**src/rtl/core/indexed_list_store_defines.svh**
```systemverilog
// ---------------------------------------------------------------------------
// indexed_list_store_defines
// Assertion macros shared by the list store RTL.
// ---------------------------------------------------------------------------
`ifndef INDEXED_LIST_STORE_DEFINES_SVH
`define INDEXED_LIST_STORE_DEFINES_SVH

// An invariant that holds on every clock edge out of reset.
`define ILS_ASSERT_ALWAYS(label, expr, msg) \
    label: assert property (@(posedge aclk) disable iff (!aresetn) (expr)) else $error(msg);

// When the antecedent holds, the consequent holds in the same cycle.
`define ILS_ASSERT_IMPL(label, ante, cons, msg) \
    label: assert property (@(posedge aclk) disable iff (!aresetn) (ante) |-> (cons)) \
        else $error(msg);

// When the antecedent holds, the consequent holds in the next cycle.
`define ILS_ASSERT_NEXT(label, ante, cons, msg) \
    label: assert property (@(posedge aclk) disable iff (!aresetn) (ante) |=> (cons)) \
        else $error(msg);

`endif

```
**src/rtl/core/ils_pkg.sv**
```systemverilog
// ---------------------------------------------------------------------------
// ils_pkg
// Codes, sequencer states and control/status bundles of the list store.
// ---------------------------------------------------------------------------
package ils_pkg;

    localparam logic [2:0] ACT_GET    = 3'd0;
    localparam logic [2:0] ACT_HEAD   = 3'd1;
    localparam logic [2:0] ACT_TAIL   = 3'd2;
    localparam logic [2:0] ACT_BEFORE = 3'd3;
    localparam logic [2:0] ACT_DELETE = 3'd4;

    localparam logic [1:0] STAT_DONE    = 2'd0;
    localparam logic [1:0] STAT_INVALID = 2'd1;
    localparam logic [1:0] STAT_FULL    = 2'd2;

    localparam int unsigned ACTION_W = 3;
    localparam int unsigned POS_W    = 8;
    localparam int unsigned VALUE_W  = 32;
    localparam int unsigned STATUS_W = 2;
    localparam int unsigned LENGTH_W = 7;
    localparam int unsigned S_TDATA_W = 48;
    localparam int unsigned M_TDATA_W = 48;

    // What a request turns into once it has been checked against the count.
    typedef enum logic [1:0] {
        K_NONE,
        K_GET,
        K_INS,
        K_DEL
    } kind_t;

    typedef enum logic [2:0] {
        S_IDLE,
        S_GET_RD,
        S_SHIFT,
        S_DRAIN,
        S_PUT,
        S_FIN
    } state_t;

    typedef struct packed {
        logic take;
        logic rd_en;
        logic shift_step;
        logic cnt_dec;
        logic put;
        logic load_out;
    } cmd_t;

    typedef struct packed {
        kind_t new_kind;
        logic  new_move;
        kind_t cur_kind;
        logic  shift_last;
        logic  out_free;
    } sts_t;

endpackage

```
**src/rtl/core/ils_ctrl.sv**
```systemverilog
// ---------------------------------------------------------------------------
// ils_ctrl
// Sequencer for the list store: runs a get, a shift-and-put insert, a
// shift-down delete or no step (rejected), then hands the result to the output register.
// ---------------------------------------------------------------------------
module ils_ctrl (
    input  logic          aclk,
    input  logic          aresetn,
    input  logic          s_tvalid,
    output logic          in_ready,
    input  ils_pkg::sts_t sts,
    output ils_pkg::cmd_t cmd
);

    ils_pkg::state_t state_reg;
    ils_pkg::state_t state_next;

    always_ff @(posedge aclk) begin
        if (!aresetn) begin
            state_reg <= ils_pkg::S_IDLE;
        end else begin
            state_reg <= state_next;
        end
    end

    always_comb begin
        state_next = state_reg;
        case (state_reg)
            ils_pkg::S_IDLE: begin
                if (s_tvalid) begin
                    case (sts.new_kind)
                        ils_pkg::K_GET: state_next = ils_pkg::S_GET_RD;
                        ils_pkg::K_INS: state_next = sts.new_move ? ils_pkg::S_SHIFT
                                                                  : ils_pkg::S_PUT;
                        ils_pkg::K_DEL: state_next = sts.new_move ? ils_pkg::S_SHIFT
                                                                  : ils_pkg::S_DRAIN;
                        default:        state_next = ils_pkg::S_FIN;
                    endcase
                end
            end
            ils_pkg::S_GET_RD: state_next = ils_pkg::S_FIN;
            ils_pkg::S_SHIFT: begin
                if (sts.shift_last) begin
                    state_next = ils_pkg::S_DRAIN;
                end
            end
            ils_pkg::S_DRAIN: begin
                state_next = (sts.cur_kind == ils_pkg::K_INS) ? ils_pkg::S_PUT
                                                              : ils_pkg::S_FIN;
            end
            ils_pkg::S_PUT: state_next = ils_pkg::S_FIN;
            ils_pkg::S_FIN: begin
                if (sts.out_free) begin
                    state_next = ils_pkg::S_IDLE;
                end
            end
            default: state_next = ils_pkg::S_IDLE;
        endcase
    end

    // No beat is taken while reset is held.
    always_comb begin
        cmd      = '0;
        in_ready = 1'b0;
        case (state_reg)
            ils_pkg::S_IDLE: begin
                in_ready = aresetn;
                cmd.take = s_tvalid && aresetn;
            end
            ils_pkg::S_GET_RD: cmd.rd_en = 1'b1;
            ils_pkg::S_SHIFT: begin
                cmd.rd_en      = 1'b1;
                cmd.shift_step = 1'b1;
            end
            ils_pkg::S_DRAIN: cmd.cnt_dec = (sts.cur_kind == ils_pkg::K_DEL);
            ils_pkg::S_PUT:   cmd.put = 1'b1;
            ils_pkg::S_FIN:   cmd.load_out = sts.out_free;
            default: begin
                cmd      = '0;
                in_ready = 1'b0;
            end
        endcase
    end

endmodule

```
**src/rtl/core/ils_dp.sv**
```systemverilog
// ---------------------------------------------------------------------------
// ils_dp
// Datapath of the list store: request check, slot memory with a one-entry
// move pipeline, fill count and the result register.
// ---------------------------------------------------------------------------
`include "indexed_list_store_defines.svh"

module ils_dp #(
    parameter int unsigned CAPACITY = 64
) (
    input  logic                                aclk,
    input  logic                                aresetn,
    input  logic [ils_pkg::ACTION_W-1:0]        in_action,
    input  logic signed [ils_pkg::POS_W-1:0]    in_position,
    input  logic signed [ils_pkg::VALUE_W-1:0]  in_write_value,
    input  ils_pkg::cmd_t                       cmd,
    output ils_pkg::sts_t                       sts,
    input  logic                                m_tready,
    output logic                                out_valid,
    output logic signed [ils_pkg::VALUE_W-1:0]  out_read_value,
    output logic [ils_pkg::STATUS_W-1:0]        out_status,
    output logic [ils_pkg::LENGTH_W-1:0]        out_length
);

    localparam int unsigned AW   = $clog2(CAPACITY);
    localparam int unsigned CW   = $clog2(CAPACITY + 1);
    localparam int unsigned CMPW = (CW > ils_pkg::POS_W) ? CW : ils_pkg::POS_W;

    logic signed [ils_pkg::VALUE_W-1:0] mem [CAPACITY];

    logic [CW-1:0]                      count_reg;
    ils_pkg::kind_t                     kind_reg;
    logic [ils_pkg::STATUS_W-1:0]       status_reg;
    logic signed [ils_pkg::VALUE_W-1:0] val_reg;
    logic [AW-1:0]                      at_reg;
    logic [AW-1:0]                      idx_reg;
    logic [AW-1:0]                      end_reg;
    logic signed [ils_pkg::VALUE_W-1:0] rd_data_reg;
    logic                               mov_valid_reg;
    logic [AW-1:0]                      mov_addr_reg;
    logic                               out_valid_reg;
    logic signed [ils_pkg::VALUE_W-1:0] out_value_reg;
    logic [ils_pkg::STATUS_W-1:0]       out_status_reg;
    logic [ils_pkg::LENGTH_W-1:0]       out_length_reg;

    // Request check against the current count.
    logic                         pos_neg;
    logic [CMPW-1:0]              pos_u;
    logic [CMPW-1:0]              cnt_x;
    logic                         in_range;
    logic                         is_full;
    logic [AW-1:0]                ins_at;
    ils_pkg::kind_t               new_kind;
    logic [ils_pkg::STATUS_W-1:0] new_status;
    logic                         new_move;

    always_comb begin
        pos_neg    = in_position[ils_pkg::POS_W-1];
        pos_u      = CMPW'($unsigned(in_position));
        cnt_x      = CMPW'(count_reg);
        in_range   = !pos_neg && (pos_u < cnt_x);
        is_full    = (count_reg == CW'(CAPACITY));
        ins_at     = '0;
        new_kind   = ils_pkg::K_NONE;
        new_status = ils_pkg::STAT_INVALID;
        new_move   = 1'b0;
        case (in_action)
            ils_pkg::ACT_GET: begin
                if (in_range) begin
                    new_kind   = ils_pkg::K_GET;
                    new_status = ils_pkg::STAT_DONE;
                end
            end
            ils_pkg::ACT_HEAD, ils_pkg::ACT_TAIL, ils_pkg::ACT_BEFORE: begin
                if (in_action == ils_pkg::ACT_TAIL) begin
                    ins_at = AW'(count_reg);
                end else if (in_action == ils_pkg::ACT_BEFORE && !pos_neg) begin
                    ins_at = pos_u[AW-1:0];
                end
                // Insert before a position past the end is rejected before the full check.
                if (in_action == ils_pkg::ACT_BEFORE && !pos_neg && pos_u > cnt_x) begin
                    new_status = ils_pkg::STAT_INVALID;
                end else if (is_full) begin
                    new_status = ils_pkg::STAT_FULL;
                end else begin
                    new_kind   = ils_pkg::K_INS;
                    new_status = ils_pkg::STAT_DONE;
                    new_move   = (CW'(ins_at) != count_reg);
                end
            end
            ils_pkg::ACT_DELETE: begin
                if (in_range) begin
                    new_kind   = ils_pkg::K_DEL;
                    new_status = ils_pkg::STAT_DONE;
                    new_move   = ((pos_u + 1'b1) != cnt_x);
                end
            end
            default: begin
                new_kind   = ils_pkg::K_NONE;
                new_status = ils_pkg::STAT_INVALID;
            end
        endcase
    end

    always_ff @(posedge aclk) begin
        if (cmd.take) begin
            kind_reg   <= new_kind;
            status_reg <= new_status;
            val_reg    <= in_write_value;
            at_reg     <= ins_at;
            if (new_kind == ils_pkg::K_INS) begin
                idx_reg <= AW'(count_reg - 1'b1);
                end_reg <= ins_at;
            end else if (new_kind == ils_pkg::K_DEL) begin
                idx_reg <= AW'(pos_u + 1'b1);
                end_reg <= AW'(count_reg - 1'b1);
            end else begin
                idx_reg <= pos_u[AW-1:0];
                end_reg <= pos_u[AW-1:0];
            end
        end else if (cmd.shift_step) begin
            idx_reg <= (kind_reg == ils_pkg::K_INS) ? AW'(idx_reg - 1'b1)
                                                    : AW'(idx_reg + 1'b1);
        end
    end

    // Each beat of a shift reads one slot; the next cycle writes it one place over.
    always_ff @(posedge aclk) begin
        if (cmd.rd_en) begin
            rd_data_reg <= mem[idx_reg];
        end
        if (mov_valid_reg) begin
            mem[mov_addr_reg] <= rd_data_reg;
        end else if (cmd.put) begin
            mem[at_reg] <= val_reg;
        end
    end

    always_ff @(posedge aclk) begin
        mov_addr_reg <= (kind_reg == ils_pkg::K_INS) ? AW'(idx_reg + 1'b1)
                                                     : AW'(idx_reg - 1'b1);
        if (!aresetn) begin
            mov_valid_reg <= 1'b0;
        end else begin
            mov_valid_reg <= cmd.shift_step;
        end
    end

    always_ff @(posedge aclk) begin
        if (!aresetn) begin
            count_reg <= '0;
        end else if (cmd.put) begin
            count_reg <= CW'(count_reg + 1'b1);
        end else if (cmd.cnt_dec) begin
            count_reg <= CW'(count_reg - 1'b1);
        end
    end

    always_ff @(posedge aclk) begin
        if (!aresetn) begin
            out_valid_reg <= 1'b0;
        end else if (cmd.load_out) begin
            out_valid_reg <= 1'b1;
        end else if (m_tready) begin
            out_valid_reg <= 1'b0;
        end
    end

    always_ff @(posedge aclk) begin
        if (cmd.load_out) begin
            out_value_reg  <= (kind_reg == ils_pkg::K_GET) ? rd_data_reg : '1;
            out_status_reg <= status_reg;
            out_length_reg <= ils_pkg::LENGTH_W'(count_reg);
        end
    end

    assign sts.new_kind   = new_kind;
    assign sts.new_move   = new_move;
    assign sts.cur_kind   = kind_reg;
    assign sts.shift_last = (idx_reg == end_reg);
    assign sts.out_free   = !out_valid_reg || m_tready;

    assign out_valid      = out_valid_reg;
    assign out_read_value = out_value_reg;
    assign out_status     = out_status_reg;
    assign out_length     = out_length_reg;

    `ILS_ASSERT_ALWAYS(a_count_bound, count_reg <= CW'(CAPACITY), "count above capacity")
    `ILS_ASSERT_IMPL(a_put_no_move, cmd.put, !mov_valid_reg, "put collides with a move")
    `ILS_ASSERT_IMPL(a_load_free, cmd.load_out, !out_valid_reg || m_tready,
                     "result loaded over a pending beat")
    `ILS_ASSERT_NEXT(a_put_count, cmd.put, count_reg == CW'($past(count_reg) + 1'b1),
                     "insert did not grow the count")

endmodule

```
**src/rtl/core/indexed_list_store.sv**
```systemverilog
// ---------------------------------------------------------------------------
// indexed_list_store: ordered store of up to CAPACITY signed 32-bit values.
// One item at a time; the slot memory port moves one entry per cycle.
// Synchronous active-low reset clears the count; slots are not cleared.
// ---------------------------------------------------------------------------
module indexed_list_store #(
    parameter int unsigned CAPACITY = 64
) (
    input  logic                              aclk,
    input  logic                              aresetn,
    input  logic                              s_tvalid,
    output logic                              s_tready,
    // action [2:0], position [10:3], write_value [42:11], zeros above
    input  logic [ils_pkg::S_TDATA_W-1:0]     s_tdata,
    output logic                              m_tvalid,
    input  logic                              m_tready,
    // read_value [31:0], status [33:32], length [40:34], zeros above
    output logic [ils_pkg::M_TDATA_W-1:0]     m_tdata
);

    ils_pkg::cmd_t cmd;
    ils_pkg::sts_t sts;

    logic signed [ils_pkg::VALUE_W-1:0] out_read_value;
    logic [ils_pkg::STATUS_W-1:0]       out_status;
    logic [ils_pkg::LENGTH_W-1:0]       out_length;

    ils_ctrl u_ctrl (
        .aclk     (aclk),
        .aresetn  (aresetn),
        .s_tvalid (s_tvalid),
        .in_ready (s_tready),
        .sts      (sts),
        .cmd      (cmd)
    );

    ils_dp #(
        .CAPACITY (CAPACITY)
    ) u_dp (
        .aclk           (aclk),
        .aresetn        (aresetn),
        .in_action      (s_tdata[2:0]),
        .in_position    (s_tdata[10:3]),
        .in_write_value (s_tdata[42:11]),
        .cmd            (cmd),
        .sts            (sts),
        .m_tready       (m_tready),
        .out_valid      (m_tvalid),
        .out_read_value (out_read_value),
        .out_status     (out_status),
        .out_length     (out_length)
    );

    assign m_tdata = {7'd0, out_length, out_status, out_read_value};

endmodule
```
**config.mk**
```make
export PLATFORM = sky130hd
export DESIGN_NAME = indexed_list_store
export DESIGN_NICKNAME = d
export VERILOG_FILES = /design/src/rtl/core/ils_pkg.sv /design/src/rtl/core/ils_ctrl.sv /design/src/rtl/core/ils_dp.sv /design/src/rtl/core/indexed_list_store.sv
export VERILOG_INCLUDE_DIRS = /design/src /design/src/rtl/core
export SDC_FILE = /design/constraint.sdc
export NUM_CORES = 2
export LEC_CHECK = 0
export BUFFER_PORTS_ARGS = -buffer_cell sky130_fd_sc_hd__buf_4
export CAP_MARGIN = 10
export CORE_AREA = 3 3 424 342
export DETAILED_ROUTE_END_ITERATION = 10
export DIE_AREA = 0 0 427 345
export HOLD_SLACK_MARGIN = 0.08
export PLACE_DENSITY = 0.79
export SKIP_LAST_GASP = 1
export SLEW_MARGIN = 0
export SYNTH_ARGS = -nofsm -noshare
export SYNTH_HDL_FRONTEND = slang
export SYNTH_HIERARCHICAL = 1
export SYNTH_SLANG_ARGS = --single-unit
```
**constraint.sdc**
```tcl
create_clock -name aclk -period 5.1 [get_ports aclk]
set_input_delay 0.51 -clock aclk [delete_from_list [all_inputs] [get_ports aclk]]
set_output_delay 0.51 -clock aclk [all_outputs]
set_load 0.02 [all_outputs]
```
==> results.txt <==
synth top area cells - edfxtp_1, mux4_2, mux2i_1
delay-heaviest family, CP - simple AND/OR/NAND/NOR gates
Synth area leader - edfxtp_1
# Post-CTS Setup Buffers - 0
synthesized cell area - 84600 sq um
Final Critical Period - 4.11 ns
largest net degree at the start of global routing - 102
via count - 43900
vias in the first global route - 44000
Worst path max stage delay - 0.74 ns
Worst Path Arrival - 4.62 ns
Die Wd - 427 microns
CP Launch Type - flip-flop
Crit Path Class - reg -> reg
final count of hold timing violations - 0
Seq cells post-synth - 2193
Port Buffers - 89
first-pass GRT wire length - 317000 microns
fillcell total - 8197
core area - 141000 sq um
fmax - 243 MHz
Setup Skew - 0.0284 ns
later-pin clock latency in the skew report - 0.83 ns
GPL Wtd Cong - 0.960
Max-Cap Viols - 0
final wirelength - 222000 microns
DRC viols - 0
htree depth - 4
row count - 123
number of synthesized flops with an enable pin - 2175
Mapped Avg Cell Area - 21.3 sq um
CTS Buf Count - 193
worst-margin pin slew - 1.28 ns
final setup fails - 0
Pins Over Slew Limit - 0
RSZ-0062 raised after global routing - false
wire length per cell - 35.2 microns
Critical Path RT - 5.61 ns
Synth Warn # - 6
initial antenna violation count - 16
Vias/cell - 6.97
CTS tree - done
Die Ht - 345 microns
iteration count of the initial detailed-routing pass - 5
Nets - 4318
sequential area share after synthesis - 77.6%
Largest register FFs - 2048
Synth top area share - 77.2%
Power Density - 412 nW/um^2
gr ovfl total - 0
post-layout power - 39.4 mW
antenna viol nets, final - 0
VDD IR max - 325 uV
die area - 147000 sq um
peak fanout along the critical path - 22
worst path buffer plus inverter count - 1
IO Pins - 102
layout cells sized above 1 - 26.0%
Primary FF master, synth - edfxtp_1
initial DRC count - 7111
ordered list of cells on the worst path - nand2_2 > nor2_1 > nand2b_2 > o22ai_1 > nand2_1 > nor2_4 > buf_12
area grow syn2layout - 12.9%
clock sinks - 2193
CTS Root Cell - clkbuf_16
Fin Setup TNS - 0 ns
Tcrit/Tclk final - 80.6%
clk buf depth - 3
clock transition at the registers of the reported paths - 0.07 ns
slowest CP cell - nand2_1
Max-slew headroom - 14.4%
most flop-heavy register - u_dp/mem
crit end category - flip-flop
Cells after Synth - 3976
LEAKAGE - 30.2 nW
worst hold path type - in -> reg
GRT Util Overall - 30.4%
status - complete, no violations
Post-synth ARST share - 0%
Initial Utilization - 60.2%
Yosys cell types - 75
Final HPWL DP - 125000 microns
==> cells in the final DEF (no fill, tap or decap), types with 68 or more instances in the layout <==
master,Yosys,final
nand2_1,175,143
nand2b_1,74,73
a221oi_1,68,68
edfxtp_1,2175,2175
a22oi_1,94,94
nor2_4,0,68
clkbuf_16,0,197
nand3_1,68,68
mux2i_1,125,125
buf_4,15,238
mux4_2,487,487
==> layer usage <==
layer | vias to the layer above | track usage [%] | wire length [microns]
met5 | - | 0 | 35
met4 | 6 | 13.1 | 10400
met3 | 567 | 9.71 | 32300
met2 | 3494 | 45.5 | 104000
met1 | 22700 | 41.7 | 75600
li1 | 17200 | - | -
==> worst min-delay path, delay by kind of cell <==
| kind | cells | cell delay (ns) |
|---|---|---|
| AND/OR/NAND/NOR | 2 | 0.21 |
| buffers and inverters | 1 | 0.14 |
==> repair_timing <==
| action | CTS | global route |
|---|---|---|
| hold buffers | 39 | 0 |
| gates resized for setup | 0 | 0 |
| hold endpoints to repair | 47 | 0 |
==> power breakdown <==
part           total (mW)  internal [mW]  leakage [nW]  switching (mW)
combinational        4.00           1.05          7.42            2.94
sequential           21.1           21.0          19.8           0.123
clock                14.3           7.86          3.00            6.45
total                39.4           29.9          30.2            9.52
==> stage by stage <==
stage               utilization (%)  hold WS [ns]  setup WS [ns]  cells  instance area, sq um
finish                         67.9         0.170          0.991   6301                 95500
global route                   67.9         0.144          0.844   6293                 95500
CTS                            67.8        0.0934           1.01   6290                 95400
detailed placement             63.2         0.405           1.07   5891                 88900
global placement               63.2         0.410           1.13   5891                 88900
floorplan                         -         0.400           1.55   3982                 84600
==> cells in the mapped netlist (5+ instances only) <==
library cell     n
nand2_1        175
nand3_1         68
nor2b_1         12
xnor2_1         24
buf_6            6
nor3_1          10
o211ai_1         5
inv_1           17
o21ai_0         66
a22o_1          36
and2_1          11
clkbuf_1       118
buf_1           25
a22oi_1         94
ha_1            13
a211oi_1        11
dfxtp_1         18
a21oi_1         57
nand4_1          8
mux4_2         487
and3_1           7
o2111ai_1        5
buf_2           66
nor2_1          87
xor2_1           9
buf_4           15
nand3b_1         6
a221oi_1        68
edfxtp_1      2175
mux2i_1        125
nand2b_1        74
o31ai_1         10
==> cells by family after synthesis <==
| kind of cell | count (synthesis) | share of synthesized area (%) |
|---|---|---|
| other cells | 1 | 0.00443 |
| flops | 2193 | 77.6 |
| buf+inv | 252 | 1.34 |
| xor+xnor | 33 | 0.342 |
| mux | 612 | 14.4 |
| compound gates | 395 | 3.39 |
| fa+ha+maj | 13 | 0.192 |
| simple gates | 477 | 2.68 |
==> layout make-up <==
class | instances | area, sq um | share of cell area, %
Sequential cell | 2193 | 65700 | 68.8
Multi-Input combinational cell | 1537 | 18500 | 19.4
Clock buffer | 237 | 5080 | 5.32
Timing Repair Buffer | 307 | 2770 | 2.90
Tap cell | 1875 | 2350 | 2.46
Clock inverter | 123 | 1040 | 1.09
Inverter | 21 | 86.3 | 0.0904
Antenna cell | 8 | 20.0 | 0.0210
==> final timing paths <==
path	start	endpoint	slack, ns	cells after the start
hold / removal	s_tdata[6]	u_dp/at_reg[3]$_DFFE_PP_	0.17	3
setup reg to reg	u_ctrl/state_reg[2]$_SDFFE_PN0P_	u_dp/mem[52][26]$_DFFE_PP_	0.99	7
setup / recovery	u_ctrl/state_reg[2]$_SDFFE_PN0P_	u_dp/mem[52][26]$_DFFE_PP_	0.99	7
hold reg to reg	u_dp/status_reg[1]$_DFFE_PP_	u_dp/out_status[1]$_DFFE_PP_	0.42	0
Power figures use the tool's default switching activity.
